--- src/sv/rsfh_pkg.sv ---
// ----------------------------------------------------------------------------
// rsfh_pkg
// Shared types and constants of the ray/segment nearest-hit core.
// ----------------------------------------------------------------------------
package rsfh_pkg;

  localparam int OPW    = 33;   // multiplier operand width, signed
  localparam int WORD_W = 64;   // products of two differences, parameters t
  localparam int ACC_W  = 128;  // accumulator and point numerators

  typedef struct packed {
    logic signed [OPW-1:0] sx;
    logic signed [OPW-1:0] sy;
    logic signed [OPW-1:0] dx;
    logic signed [OPW-1:0] dy;
    logic signed [OPW-1:0] ex;
    logic signed [OPW-1:0] ey;
    logic signed [OPW-1:0] wx;
    logic signed [OPW-1:0] wy;
    logic signed [OPW-1:0] bwx;
    logic signed [OPW-1:0] bwy;
    logic                  dzero;
    logic                  last;
  } item_t;

  typedef enum logic [3:0] {
    B_IDLE,
    B_BASIC,
    B_CLASS,
    B_COLL,
    B_CSEL,
    B_CMP,
    B_CDEC,
    B_PT,
    B_DONE,
    B_DIV_X,
    B_DIV_Y,
    B_EMIT
  } bst_t;

  typedef enum logic [1:0] {
    SH_0,
    SH_32,
    SH_64
  } sh_t;

  function automatic logic signed [OPW-1:0] lo_half(input logic [WORD_W-1:0] v);
    lo_half = {1'b0, v[31:0]};
  endfunction

  function automatic logic signed [OPW-1:0] hi_half(input logic [WORD_W-1:0] v);
    hi_half = {v[WORD_W-1], v[WORD_W-1:32]};
  endfunction

endpackage

--- src/sv/rsfh_fifo.sv ---
// ----------------------------------------------------------------------------
// rsfh_fifo
// Short item queue between front and back.
// ----------------------------------------------------------------------------
module rsfh_fifo #(
  parameter int DEPTH = 2
) (
  input  logic            clk,
  input  logic            rst,
  input  logic            push,
  input  rsfh_pkg::item_t din,
  output logic            full,
  input  logic            pop,
  output rsfh_pkg::item_t dout,
  output logic            empty
);

  localparam int PW = (DEPTH > 1) ? $clog2(DEPTH) : 1;
  localparam int CW = $clog2(DEPTH + 1);

  rsfh_pkg::item_t mem [DEPTH];
  logic [PW-1:0]   wr_ptr, rd_ptr;
  logic [CW-1:0]   count;

  assign full  = (count == CW'(DEPTH));
  assign empty = (count == '0);
  assign dout  = mem[rd_ptr];

  always_ff @(posedge clk) begin
    if (rst) begin
      wr_ptr <= '0;
      rd_ptr <= '0;
      count  <= '0;
    end else begin
      if (push) begin
        wr_ptr <= (wr_ptr == PW'(DEPTH - 1)) ? '0 : wr_ptr + 1'b1;
      end
      if (pop) begin
        rd_ptr <= (rd_ptr == PW'(DEPTH - 1)) ? '0 : rd_ptr + 1'b1;
      end
      if (push && !pop) begin
        count <= count + 1'b1;
      end else if (pop && !push) begin
        count <= count - 1'b1;
      end
    end
  end

  always_ff @(posedge clk) begin
    if (push) begin
      mem[wr_ptr] <= din;
    end
  end

endmodule

--- config.mk ---
export PLATFORM = sky130hd
export DESIGN_NAME = rsfh_fifo
export DESIGN_NICKNAME = d
export VERILOG_FILES = /design/src/sv/rsfh_pkg.sv /design/src/sv/rsfh_fifo.sv
export SDC_FILE = /design/constraint.sdc
export NUM_CORES = 1
export LEC_CHECK = 0
export ABC_CLOCK_PERIOD_IN_PS = 22700
export BUFFER_PORTS_ARGS = -buffer_cell sky130_fd_sc_hd__buf_2
export CAP_MARGIN = 20
export CORE_AREA = 2 2 289 291
export CTS_BUF_LIST = sky130_fd_sc_hd__clkbuf_8 sky130_fd_sc_hd__clkbuf_16
export DETAILED_ROUTE_END_ITERATION = 10
export DIE_AREA = 0 0 291 293
export GPL_ROUTABILITY_DRIVEN = 0
export GPL_TIMING_DRIVEN = 0
export HOLD_SLACK_MARGIN = 0.02
export MAX_ROUTING_LAYER = met4
export PLACE_DENSITY_LB_ADDON = 0.08
export SYNTH_ARGS = -nofsm -noshare
export SYNTH_HDL_FRONTEND = slang
export SYNTH_SLANG_ARGS = --single-unit
--- constraint.sdc ---
create_clock -name clk -period 22.7 [get_ports clk]
set_input_delay 4.54 -clock clk [delete_from_list [all_inputs] [get_ports clk]]
set_output_delay 4.54 -clock clk [all_outputs]
set_load 0.02 [all_outputs]
==> results.json <==
{
  "status": "completed",
  "synth.distinct_cells": 17,
  "hpwlAfterDp_um": 47500,
  "fin_crit_ns": 6.72,
  "port_buffers": 669,
  "tightest_slew_ns": 0.523,
  "fmax_mhz": 149,
  "hold_path_class": "reg2reg",
  "worstPathMaxFanout": 10,
  "drive_above_1_share": 0.615,
  "final_cells": 2966,
  "via_per_inst": 4.25,
  "slew_headroom": 0.651,
  "remaining_drc_errors": 0,
  "syn_nets": 1392,
  "placementRows": 105,
  "cpLargestDelayFamily": "buffers and inverters",
  "slew_violations": 0,
  "ys_seq_area_frac": 0.821,
  "grt_pass1_vias": 13700,
  "drt_iter0_drc": 520,
  "h-tree-depth": 3,
  "wl_um": 64500,
  "placed_area_sq_um": 29600,
  "synth_warnings": 0,
  "final_cell_area_sq_um": 32000,
  "cp.arrival_ns": 2.18,
  "numCtsBuffers": 76,
  "p_leak_nw": 12.0,
  "postCtsHoldBufs": 0,
  "cts-root-buf": "clkbuf_16",
  "pre_cts_slack_ns": 15.96,
  "synthCells": 1055,
  "route.met2.wl_um": 35300,
  "layout_commonest_cell": "buf_2",
  "cts.reportedPaths.clkPinSlew_ns": 0.06,
  "ioPinCount": 670,
  "highest_layer": "met4",
  "start_kind": "register",
  "fin_crit_sh": 0.296,
  "clock_skew_ns": 0.0151,
  "synth_seq_cells": 669,
  "ant_nets": 0,
  "die_width_um": 291,
  "cts_resized": 0,
  "die_h_um": 293,
  "start_util": 0.298,
  "worstPathCellList": "buf_2 > buf_6 > buf_6 > mux2_2 > buf_2",
  "crit_buf_inv": 4,
  "syn2layout_area_growth_pct": 31.2,
  "hold_violations": 0,
  "antenna_found_initial": 28,
  "cp_slowest_cell": "mux2_2",
  "wl_met1_um": 22900,
  "cellPowerDensity_nw_per_um2": 94.6,
  "dp_cells": 2814,
  "final_cell_mix": "buf_2, edfxtp_1, mux2_2, clkbuf_16, mux2_4",
  "cp.required_ns": 18.16,
  "grt_pass1_wl_um": 91400,
  "cts_buffer_depth": 3,
  "fin_util": 0.391,
  "grt-ovfl-total": 0,
  "setup_viol": 0,
  "avgSynthCellArea_sq_um": 23.1,
  "num-nets-final": 2159,
  "maxCapViolations": 0,
  "clk-insertion-delay-late_ns": 0.59,
  "grt_usage": 0.152,
  "wl_met3_um": 4430,
  "critPathKind": "reg2out",
  "cts.sinks": 669,
  "postCtsSetupBuffers": 0,
  "drtPass1Iterations": 4,
  "grt_start_max_net_pins": 56,
  "wl_per_cell_um": 21.8,
  "die_area_sq_um": 85300,
  "end_kind": "output pin",
  "irDropWorstVdd_mv": 0.0520,
  "rsz0062_at_grt": "false",
  "worst_slack_ns": 15.98,
  "cts_tree": "yes",
  "coreArea_sq_um": 81800,
  "cpPeakStageDelay_ns": 0.38,
  "syn_area_sq_um": 24400,
  "num_vias": 12620
}
metrics by stage:
stage	total power, mW	TNS, ns	hold WS [ns]
2_1_floorplan	1.74	0	0.461
6_report	3.03	0	0.520
5_1_grt	3.16	0	0.564
4_1_cts	3.09	0	0.528
3_5_place_dp	1.88	0	0.512
3_3_place_gp	1.93	-2700.71	0.483
cell usage after synthesis:
| cell | n | area (sq um) |
|---|---|---|
| o21ai_0 | 1 | 5.00 |
| nor2b_1 | 2 | 12.5 |
| dfxtp_1 | 5 | 100 |
| inv_1 | 1 | 3.75 |
| edfxtp_1 | 664 | 19900 |
| mux2_4 | 40 | 601 |
| buf_6 | 31 | 349 |
| and2_1 | 1 | 6.26 |
| mux2_1 | 8 | 90.1 |
| or3_1 | 1 | 6.26 |
| ha_1 | 1 | 12.5 |
| xor2_1 | 2 | 17.5 |
| buf_2 | 6 | 30.0 |
| nor2_1 | 5 | 18.8 |
| a21oi_1 | 1 | 5.00 |
| xnor2_1 | 2 | 17.5 |
| mux2_2 | 284 | 3200 |
flip-flops by register name, indices dropped and copies added (netlist names), named ones only:
name / cells
wr_ptr: 1
rd_ptr: 1
count: 2
mem: 664
report_power, final:
group          internal (mW)  total (mW)  switching [mW]
sequential              1.44        1.46          0.0141
clock                  0.705        1.18           0.477
combinational          0.156       0.391           0.234
total                   2.30        3.03           0.725
layout make-up:
class / count / area (sq um)
antenna: 21 / 52.6
inverter: 1 / 3.75
sequential: 669 / 20000
clock inverter: 54 / 485
tap: 1070 / 1340
buffer: 37 / 379
fill: 7664 / 49800
timing repair buffer: 689 / 3810
multi-input combinational: 348 / 4000
clock buffer: 77 / 1930
cells by family (layout without fill, tap and decap cells):
logic type / after synthesis / after routing / synth area share
AO/OA/AOI/OAI: 2 / 2 / 0.000410
other: 0 / 21 / 0
multiplexers: 332 / 332 / 0.159
XOR/XNOR: 4 / 4 / 0.00144
flip-flops: 669 / 669 / 0.821
AND/OR/NAND/NOR: 9 / 9 / 0.00179
adder cells (fa/ha/maj): 1 / 1 / 0.000512
buffers and inverters: 38 / 858 / 0.0157
worst paths after layout:
path                               start     endpoint  slack [ns]  depth (start not counted)
worst min-delay path              rd_ptr       rd_ptr        0.52                          2
worst max register to register    wr_ptr  mem[0][209]       20.41                          6
worst max-delay path            register    dout[250]       15.98                          5
worst min register to register    rd_ptr       rd_ptr        0.52                          2
routing by layer:
metal | vias to the layer above | global-route usage
met5 | - | -
met2 | 422 | 0.273
met4 | 0 | 0.0671
met1 | 6304 | 0.150
li1 | 5801 | -
met3 | 93 | 0.0477
tightest hold or removal path, cell delays in order, from the launching register on:
cell,delay (ns)
dfxtp_1,0.32
xnor2_1,0.09
nor2_1,0.08
Note: power is estimated with default switching activity, not from simulation.
