File: config.mk
export PLATFORM = sky130hd
export DESIGN_NAME = rsfh_front
export DESIGN_NICKNAME = d
export VERILOG_FILES = /design/src/sv/rsfh_pkg.sv /design/src/sv/rsfh_front.sv
export SDC_FILE = /design/constraint.sdc
export NUM_CORES = 1
export LEC_CHECK = 0
export BUFFER_PORTS_ARGS = -buffer_cell sky130_fd_sc_hd__buf_4
export CAP_MARGIN = 10
export CORE_MARGIN = 2
export CORE_UTILIZATION = 57
export DETAILED_ROUTE_END_ITERATION = 10
export PLACE_DENSITY = 0.85
export SLEW_MARGIN = 0
export SYNTH_ARGS = -nofsm -noshare
export SYNTH_HDL_FRONTEND = slang
export SYNTH_SLANG_ARGS = --single-unit
File: constraint.sdc
create_clock -name clk -period 10.2 [get_ports clk]
set_input_delay 1.53 -clock clk [delete_from_list [all_inputs] [get_ports clk]]
set_output_delay 1.53 -clock clk [all_outputs]
set_load 0.02 [all_outputs]
File: src/sv/rsfh_pkg.sv
// ----------------------------------------------------------------------------
// rsfh_pkg
// Shared types and constants of the ray/segment nearest-hit core.
// ----------------------------------------------------------------------------
package rsfh_pkg;

  localparam int OPW    = 33;   // multiplier operand width, signed
  localparam int WORD_W = 64;   // products of two differences, parameters t
  localparam int ACC_W  = 128;  // accumulator and point numerators

  typedef struct packed {
    logic signed [OPW-1:0] sx;
    logic signed [OPW-1:0] sy;
    logic signed [OPW-1:0] dx;
    logic signed [OPW-1:0] dy;
    logic signed [OPW-1:0] ex;
    logic signed [OPW-1:0] ey;
    logic signed [OPW-1:0] wx;
    logic signed [OPW-1:0] wy;
    logic signed [OPW-1:0] bwx;
    logic signed [OPW-1:0] bwy;
    logic                  dzero;
    logic                  last;
  } item_t;

  typedef enum logic [3:0] {
    B_IDLE,
    B_BASIC,
    B_CLASS,
    B_COLL,
    B_CSEL,
    B_CMP,
    B_CDEC,
    B_PT,
    B_DONE,
    B_DIV_X,
    B_DIV_Y,
    B_EMIT
  } bst_t;

  typedef enum logic [1:0] {
    SH_0,
    SH_32,
    SH_64
  } sh_t;

  function automatic logic signed [OPW-1:0] lo_half(input logic [WORD_W-1:0] v);
    lo_half = {1'b0, v[31:0]};
  endfunction

  function automatic logic signed [OPW-1:0] hi_half(input logic [WORD_W-1:0] v);
    hi_half = {v[WORD_W-1], v[WORD_W-1:32]};
  endfunction

endpackage

File: src/sv/rsfh_front.sv
// ----------------------------------------------------------------------------
// rsfh_front
// Ray registers, segment intake and difference vectors for the back end.
// ----------------------------------------------------------------------------
module rsfh_front #(
  parameter int COORD_BITS = 30
) (
  input  logic                                    clk,
  input  logic                                    rst,
  input  logic                                    cfg_we,
  input  logic [1:0]                              cfg_index,
  input  logic [COORD_BITS-1:0]                   cfg_data,
  input  logic                                    s_tvalid,
  output logic                                    s_tready,
  input  logic [((4*COORD_BITS+7)/8)*8-1:0]       s_tdata,
  input  logic                                    s_tlast,
  output logic                                    push,
  output rsfh_pkg::item_t                         push_item,
  input  logic                                    full
);

  localparam int C = COORD_BITS;
  localparam int X = rsfh_pkg::OPW - COORD_BITS;

  localparam logic [1:0] REG_SRC_X = 2'd0;
  localparam logic [1:0] REG_SRC_Y = 2'd1;
  localparam logic [1:0] REG_DIR_X = 2'd2;
  localparam logic [1:0] REG_DIR_Y = 2'd3;

  logic [C-1:0] src_x, src_y, dir_x, dir_y;
  logic         fv;
  rsfh_pkg::item_t fent, item;

  function automatic logic signed [rsfh_pkg::OPW-1:0] ext(input logic [C-1:0] v);
    ext = {{X{v[C-1]}}, v};
  endfunction

  always_ff @(posedge clk) begin
    if (rst) begin
      src_x <= '0;
      src_y <= '0;
      dir_x <= C'(1);
      dir_y <= '0;
    end else if (cfg_we) begin
      case (cfg_index)
        REG_SRC_X: src_x <= cfg_data;
        REG_SRC_Y: src_y <= cfg_data;
        REG_DIR_X: dir_x <= cfg_data;
        REG_DIR_Y: dir_y <= cfg_data;
        default: ;
      endcase
    end
  end

  always_comb begin
    item.sx    = ext(src_x);
    item.sy    = ext(src_y);
    item.dx    = ext(dir_x) - ext(src_x);
    item.dy    = ext(dir_y) - ext(src_y);
    item.ex    = ext(s_tdata[3*C-1:2*C]) - ext(s_tdata[C-1:0]);
    item.ey    = ext(s_tdata[4*C-1:3*C]) - ext(s_tdata[2*C-1:C]);
    item.wx    = ext(s_tdata[C-1:0]) - ext(src_x);
    item.wy    = ext(s_tdata[2*C-1:C]) - ext(src_y);
    item.bwx   = ext(s_tdata[3*C-1:2*C]) - ext(src_x);
    item.bwy   = ext(s_tdata[4*C-1:3*C]) - ext(src_y);
    item.dzero = (dir_x == src_x) && (dir_y == src_y);
    item.last  = s_tlast;
  end

  assign push      = fv && !full;
  assign push_item = fent;
  assign s_tready  = !fv || !full;

  always_ff @(posedge clk) begin
    if (rst) begin
      fv <= 1'b0;
    end else if (s_tvalid && s_tready) begin
      fv <= 1'b1;
    end else if (push) begin
      fv <= 1'b0;
    end
  end

  always_ff @(posedge clk) begin
    if (s_tvalid && s_tready) begin
      fent <= item;
    end
  end

endmodule

==> results of run 1 <==
## synth_stat cells (all sizes together) (4+ instances only)
| master | n | area share, % |
|---|---|---|
| a2111oi | 7 | 0.23 |
| a211o | 9 | 0.30 |
| a211oi | 15 | 0.43 |
| a21boi | 8 | 0.23 |
| a21o | 125 | 3.6 |
| a21oi | 339 | 6.4 |
| a221o | 8 | 0.30 |
| a221oi | 5 | 0.17 |
| a2bb2oi | 4 | 0.13 |
| a311oi | 4 | 0.13 |
| a31o | 4 | 0.13 |
| a31oi | 33 | 0.78 |
| a41oi | 7 | 0.26 |
| and2 | 14 | 0.33 |
| and3 | 33 | 0.78 |
| and4 | 9 | 0.30 |
| buf | 24 | 0.65 |
| clkbuf | 77 | 1.1 |
| dfxtp | 121 | 9.2 |
| edfxtp | 310 | 35 |
| fa | 8 | 0.61 |
| ha | 240 | 11 |
| inv | 187 | 2.7 |
| nand2 | 383 | 5.5 |
| nand2b | 22 | 0.52 |
| nand3 | 57 | 1.1 |
| nand4 | 25 | 0.59 |
| nor2 | 126 | 1.8 |
| nor2b | 31 | 0.76 |
| nor3 | 37 | 0.70 |
| nor3b | 8 | 0.23 |
| o2111ai | 9 | 0.30 |
| o211ai | 18 | 0.51 |
| o21a | 36 | 1.0 |
| o21ai | 111 | 2.1 |
| o21bai | 20 | 0.57 |
| o311a | 4 | 0.15 |
| o31a | 14 | 0.47 |
| o31ai | 12 | 0.34 |
| or2 | 8 | 0.19 |
| or3 | 7 | 0.17 |
| xnor2 | 135 | 4.5 |
| xor2 | 56 | 1.9 |
## routing by layer
layer / part of all wire, % / up-vias / GRT usage, %
li1: - / 10800 / -
met1: 39 / 11000 / 41.4
met2: 47 / 1239 / 57.7
met3: 9.9 / 204 / 7.32
met4: 4.0 / 4 / 13.1
met5: 0.036 / - / 0
## where the power goes
part,total [mW],switching [mW],leakage [nW],internal [mW]
logic,1.53,0.920,8.90,0.613
registers,2.19,0.0842,4.00,2.11
clock network,1.80,0.748,0.811,1.05
## area by class of cell
class                      count  area share [%]
clock inverter                21           0.546
tap                          600            2.34
clock buffer                  66            4.51
inverter                     187            2.19
antenna                        4          0.0312
timing repair buffer         498            11.7
multi-input combinational   2029            42.1
sequential                   431            36.6
## worst max path at each step
stage                                end  slack (ns)         from  depth (start not counted)
after floorplan             push_item[0]        0.70         full                          2
after global placement     push_item[96]        5.63  s_tdata[30]                         12
after detailed placement   push_item[96]        5.57  s_tdata[30]                         12
after CTS                 push_item[162]        6.19  s_tdata[90]                         12
after global routing       push_item[94]        5.96  s_tdata[30]                         12
final                      push_item[94]        6.13  s_tdata[30]                         12
## registers in the layout, summed over array words and instances, names as in the netlist
name,count
dir_x,30
dir_y,30
fv,1
push_item,310
src_x,30
src_y,30
## stage by stage
step | setup slack, ns | hold slack, ns | cell area [sq um] | cells | util (%)
2_1_floorplan | 0.702 | 0.430 | 26400 | 2748 | -
3_3_place_gp | 5.63 | 0.441 | 30400 | 3744 | 66.9
3_5_place_dp | 5.57 | 0.441 | 30400 | 3744 | 66.9
4_1_cts | 6.19 | 0.449 | 32000 | 3831 | 70.4
5_1_grt | 5.96 | 0.459 | 32100 | 3836 | 70.5
6_report | 6.13 | 0.452 | 32100 | 3836 | 70.5
## cell usage in the layout, fill, tap and decap left out, drive strengths merged, types with 66 or more instances in the layout
master / synthesis / final
a21o: 125 / 125
nand2: 383 / 383
nor2: 126 / 126
a21oi: 339 / 339
buf: 24 / 498
dfxtp: 121 / 121
edfxtp: 310 / 310
o21ai: 111 / 111
ha: 240 / 240
inv: 187 / 195
clkbuf: 77 / 66
xnor2: 135 / 135
## critical path: cells and delay by family
kind                       cells  cell delay, ns
AOI/OAI and AO/OA              5            1.63
adders and majority gates      2            0.41
and+or+nand+nor                3            0.70
buffers and inverters          2            0.17
## cell families after synthesis
group | after synthesis
AND/OR/NAND/NOR | 777
adder cells (fa/ha/maj) | 248
multiplexers | 3
XOR/XNOR | 191
AO/OA/AOI/OAI | 810
flip-flops | 431
buffers and inverters | 288
==> metrics.txt, run 1 <==
Post-synth EDFFs between 300 and 400; TritonCTS Sinks between 400 and 500; H-tree depth 2; clk slew on worst S/H paths ~0.060 ns; synthesized instance count approximately 2700; num rows between 70 and 80; worst hold path class reg -> reg; initial antenna violation count 6; largest net degree at the start of global routing 180; # Max-Cap Violations 0; Power Total around 5.5 mW; TNS Setup 0 ns; PortBufs a little under 500; #FFs+latches synth ~430; hold depth 0; startpoint types primary input; Worst EP required roughly 11 ns; post-cts resize count 0; Hold-fix buffers, CTS 0; vias in the first global route between 20000 and 25000; share of synthesized flip-flops with an asynchronous set or reset 0%; Clock Latency Late Sink approximately 0.6 ns; total core area 45500 sq um; XOR/XNOR Fraction of Synth Area about 6.3%; 1st-iter DRT viols about 2200; total number of yosys warnings 0; worst r2r path cells 10; multi-input combinational cell area ~13000 sq um; critical path type in -> reg; outcome finished, final reports clean; Hold Path End push_item[324]; fin crit share around two fifths; Die Wd between 200 and 250 um; GRT Total Usage approximately a third; post-synthesis compound-gate area fraction 19.2%; via density per instance 6.08; worst-margin pin slew between 1 and 1.5 ns; routability congestion estimate around 1; post-CTS setup buffers 0; final setup fails 0; syn avg cell area 9.60 sq um; max-slew violations 0; ys flop type edfxtp_1; Fin. Hold Viols 0; largest family of logic cells by synthesized area compound AO/OA/AOI/OAI gates; fraction of layout cells with a size suffix above 1 a little under a fifth; Max Clk Rate around 0.25 GHz; Cell Chain, Critical Path buf_4, inv_1, ha_1, fa_1, nand2b_1, a21oi_1, or3b_2, a21oi_1, o21ai_0, o311ai_2, nand2_1, o311ai_0; Reg-to-Reg End push_item[231]; post-synthesis cell type count 70; TritonCTS clock tree done; WL/cell 21.9 um; multiplexer share of the synthesized area 0.114%; slowest stage delay, CP 0.52 ns; Post-Synth Simple-Gate Area a little over an eighth; post-synthesis sequential area ratio between 40% and 50%; Nets 3600; HPWL after detailed placement 64.9 mm; drt total wl between 80 and 90 mm; LEAKAGE 13.7 nW; Die Span Y about 220 um; Detailed Routing Iterations Pass 1 6; Worst Path Arrival approximately 4.5 ns; gr ovfl total 0; clk_skew between 0.015 and 0.02 ns; Post-Syn Area about 26000 sq um; pwr/cell area 172 nW/um^2; Post-DRT Antenna Nets 0; adder-cell share of the synthesized area 12.0%; Area growth, synth to finish 21.6%; cell mode on critical path a21oi_1; Slew HR between 20% and 30%; DRC viols 0; maximum VDD drop ~0.00017 V; syn nets roughly 3200; RSZ-0062 raised after global routing false; CTS root buf clkbuf_16; register area between 10000 and 15000 sq um; CTS buffer count 47; Max FO, Critical Path 4; r2r setup slk roughly 6.5 ns; Fill cells about 3300; Vias between 20000 and 25000; first-pass GRT wire length around 120 mm; Final min period between 4 and 5 ns; area of the die about 48000 sq um; min-delay src src_x[25]; Worst Setup End Kind flip-flop; FF-to-FF Start src_y[0]; initial cell density of the core 58.0%; CP max stage cell o311ai_2; I/O pin count 492; clk buf depth 3
Power figures use the tool's default switching activity.
==> run 2: changes to the inputs <==
==> constraint.sdc (replaced) <==
create_clock -name clk -period 4.2 [get_ports clk]
set_input_delay 0.63 -clock clk [delete_from_list [all_inputs] [get_ports clk]]
set_output_delay 0.63 -clock clk [all_outputs]
set_load 0.02 [all_outputs]
==> metrics.txt, run 2 (synthesis results as in run 1) <==
hold depth 1 (+1); gr ovfl total 0 (unchanged); fin cells 3841 (+0.13%); clk_skew 0.0180 ns (-0.000929 ns); Max FO, Critical Path 5 (+1); Vias 23300 (-0.013%); WP depth 10 (-2); worst r2r path cells 10 (unchanged); # Max-Cap Violations 0 (unchanged); TNS Setup 0 ns (unchanged); pwr/cell area 417 nW/um^2 (+140%); critical path buffer and inverter count 0 (-2); initial antenna violation count 6 (unchanged); initial cell density of the core 58.0% (unchanged); DRC viols 0 (unchanged); fin crit share 84.8%; Nets 3605 (+0.14%); clk buf depth 3 (unchanged); Top delay family on crit path compound AO/OA/AOI/OAI gates; Fill cells 3342 (+0.48%); PortBufs 491 (unchanged); Die Wd 219 um (unchanged); maximum VDD drop 0.000292 V (+68%); final setup fails 0 (unchanged); critical path type reg -> reg; CP max stage cell o31ai_1; multi-input combinational cell area 13500 sq um (unchanged); cell area after layout 32100 sq um (+0.23%); Max Clk Rate 0.281 GHz; FF-to-FF Start src_y[0]; Hold Path End push_item[0]; first-pass GRT wire length 124 mm (+0.22%); r2r setup slk 0.64 ns (-5.86 ns); startpoint types flip-flop; Die Span Y 219 um (unchanged); H-tree depth 2 (unchanged); Area growth, synth to finish 21.9%; commonest cells after routing, fill and taps aside 498 x buf_4, 383 x nand2_1, 339 x a21oi_1, 310 x edfxtp_1, 240 x ha_1; HPWL after detailed placement 65.6 mm (+1.1%); Clock Latency Late Sink 0.60 ns (about the same); routability congestion estimate 0.976 (-1.6%); WL/cell 21.8 um (-0.12%); I/O pin count 492 (unchanged); DP Area 30500 sq um (+0.18%); CTS root buf clkbuf_16; Reg-to-Reg End push_item[226]; register area 11700 sq um (unchanged); Fin. Hold Viols 0 (unchanged); Slew HR 21.9% (+1.3 points); TritonCTS Sinks 431 (unchanged); post-CTS setup buffers 0 (unchanged); clk slew on worst S/H paths 0.06 ns (about the same); 1st-iter DRT viols 2211 (+0.32%); worst hold path class in -> reg; LEAKAGE 13.8 nW (+0.28%); total core area 45500 sq um (unchanged); post-cts resize count 0 (unchanged); Worst Path Arrival 3.89 ns (-0.57 ns); Post-DRT Antenna Nets 0 (unchanged); RSZ-0062 raised after global routing false; Detailed Routing Iterations Pass 1 8 (+2); num rows 78 (unchanged); cell mode on critical path o21ai_0; max reg flops 310 (unchanged); min-delay src s_tlast; drt total wl 83.8 mm (about the same); Final min period about 3.6 ns; max-slew violations 0 (unchanged); Hold-fix buffers, CTS 0 (unchanged); area of the die 48000 sq um (unchanged); vias in the first global route 22600 (+0.16%); TritonCTS clock tree done; Cell Chain, Critical Path ha_1, fa_1, nor2b_1, o21ai_0, a21boi_0, o31a_1, o21ai_0, o31ai_1, a221oi_1, xnor2_1; fraction of layout cells with a size suffix above 1 18.8% (+0.16 points); Worst EP required 4.53 ns (-6.05 ns); placed cell count 3748 (+0.11%); Worst Setup End Kind flip-flop; via density per instance 6.07 (-0.14%); commonest non-fill, non-tap cell in the layout buf_4; CTS buffer count 48 (+2.1%); largest net degree at the start of global routing 101 (-44%); slowest stage delay, CP 0.69 ns (+0.17 ns); outcome finished, final reports clean; GRT Total Usage 33.8% (+0.15 points); worst-margin pin slew 1.17 ns (-0.0207 ns)
==> run 2: cell types whose count changed in the layout (fill, tap and decap cells not counted), sizes merged <==
cell | before | now
clkinvlp | 1 | 0
clkinv | 10 | 12
buf | 498 | 502
clkbuf | 66 | 67
bufinv | 2 | 1
==> run 2: metrics by stage <==
stage	utilization [%]	worst slack [ns]	power, mW	hold slack [ns]
after detailed placement	67.0	0.441	9.05	0.438
after global placement	67.0	0.558	8.98	0.442
after CTS	70.6	0.704	13.4	0.202
after global routing	70.7	0.493	13.9	0.206
final	70.7	0.640	13.4	0.223
after floorplan	-	0.738	7.67	0.430
==> run 2: final cells by class <==
cell class,instances,share of cell area (%)
multi-input cells,2029,42.0
flip-flops and latches,431,36.5
repair buffers,502,11.9
clock buffers,67,4.58
well taps,600,2.34
inverters,187,2.18
clock inverters,21,0.522
diodes,4,0.0311
==> run 2: worst max-delay path by stage <==
stage,from,endpoint
6_report,src_y[0],push_item[226]
4_1_cts,src_y[0],push_item[226]
3_5_place_dp,s_tdata[30],push_item[94]
2_1_floorplan,full,push_item[0]
3_3_place_gp,s_tdata[30],push_item[96]
5_1_grt,src_y[0],push_item[94]
==> run 2: layer usage <==
layer | global-route usage, % | part of all wire [%] | vias to the layer above
li1 | - | - | 10800
met1 | 41.7 | 39 | 11000
met2 | 57.8 | 48 | 1218
met3 | 7.43 | 9.6 | 210
met4 | 13.0 | 3.8 | 4
met5 | 0 | 0.037 | -
==> run 2: power by group <==
part           switching [mW]  internal [mW]
logic                    2.22           1.50
registers               0.205           5.12
clock network            1.84           2.53
total                    4.26           9.15
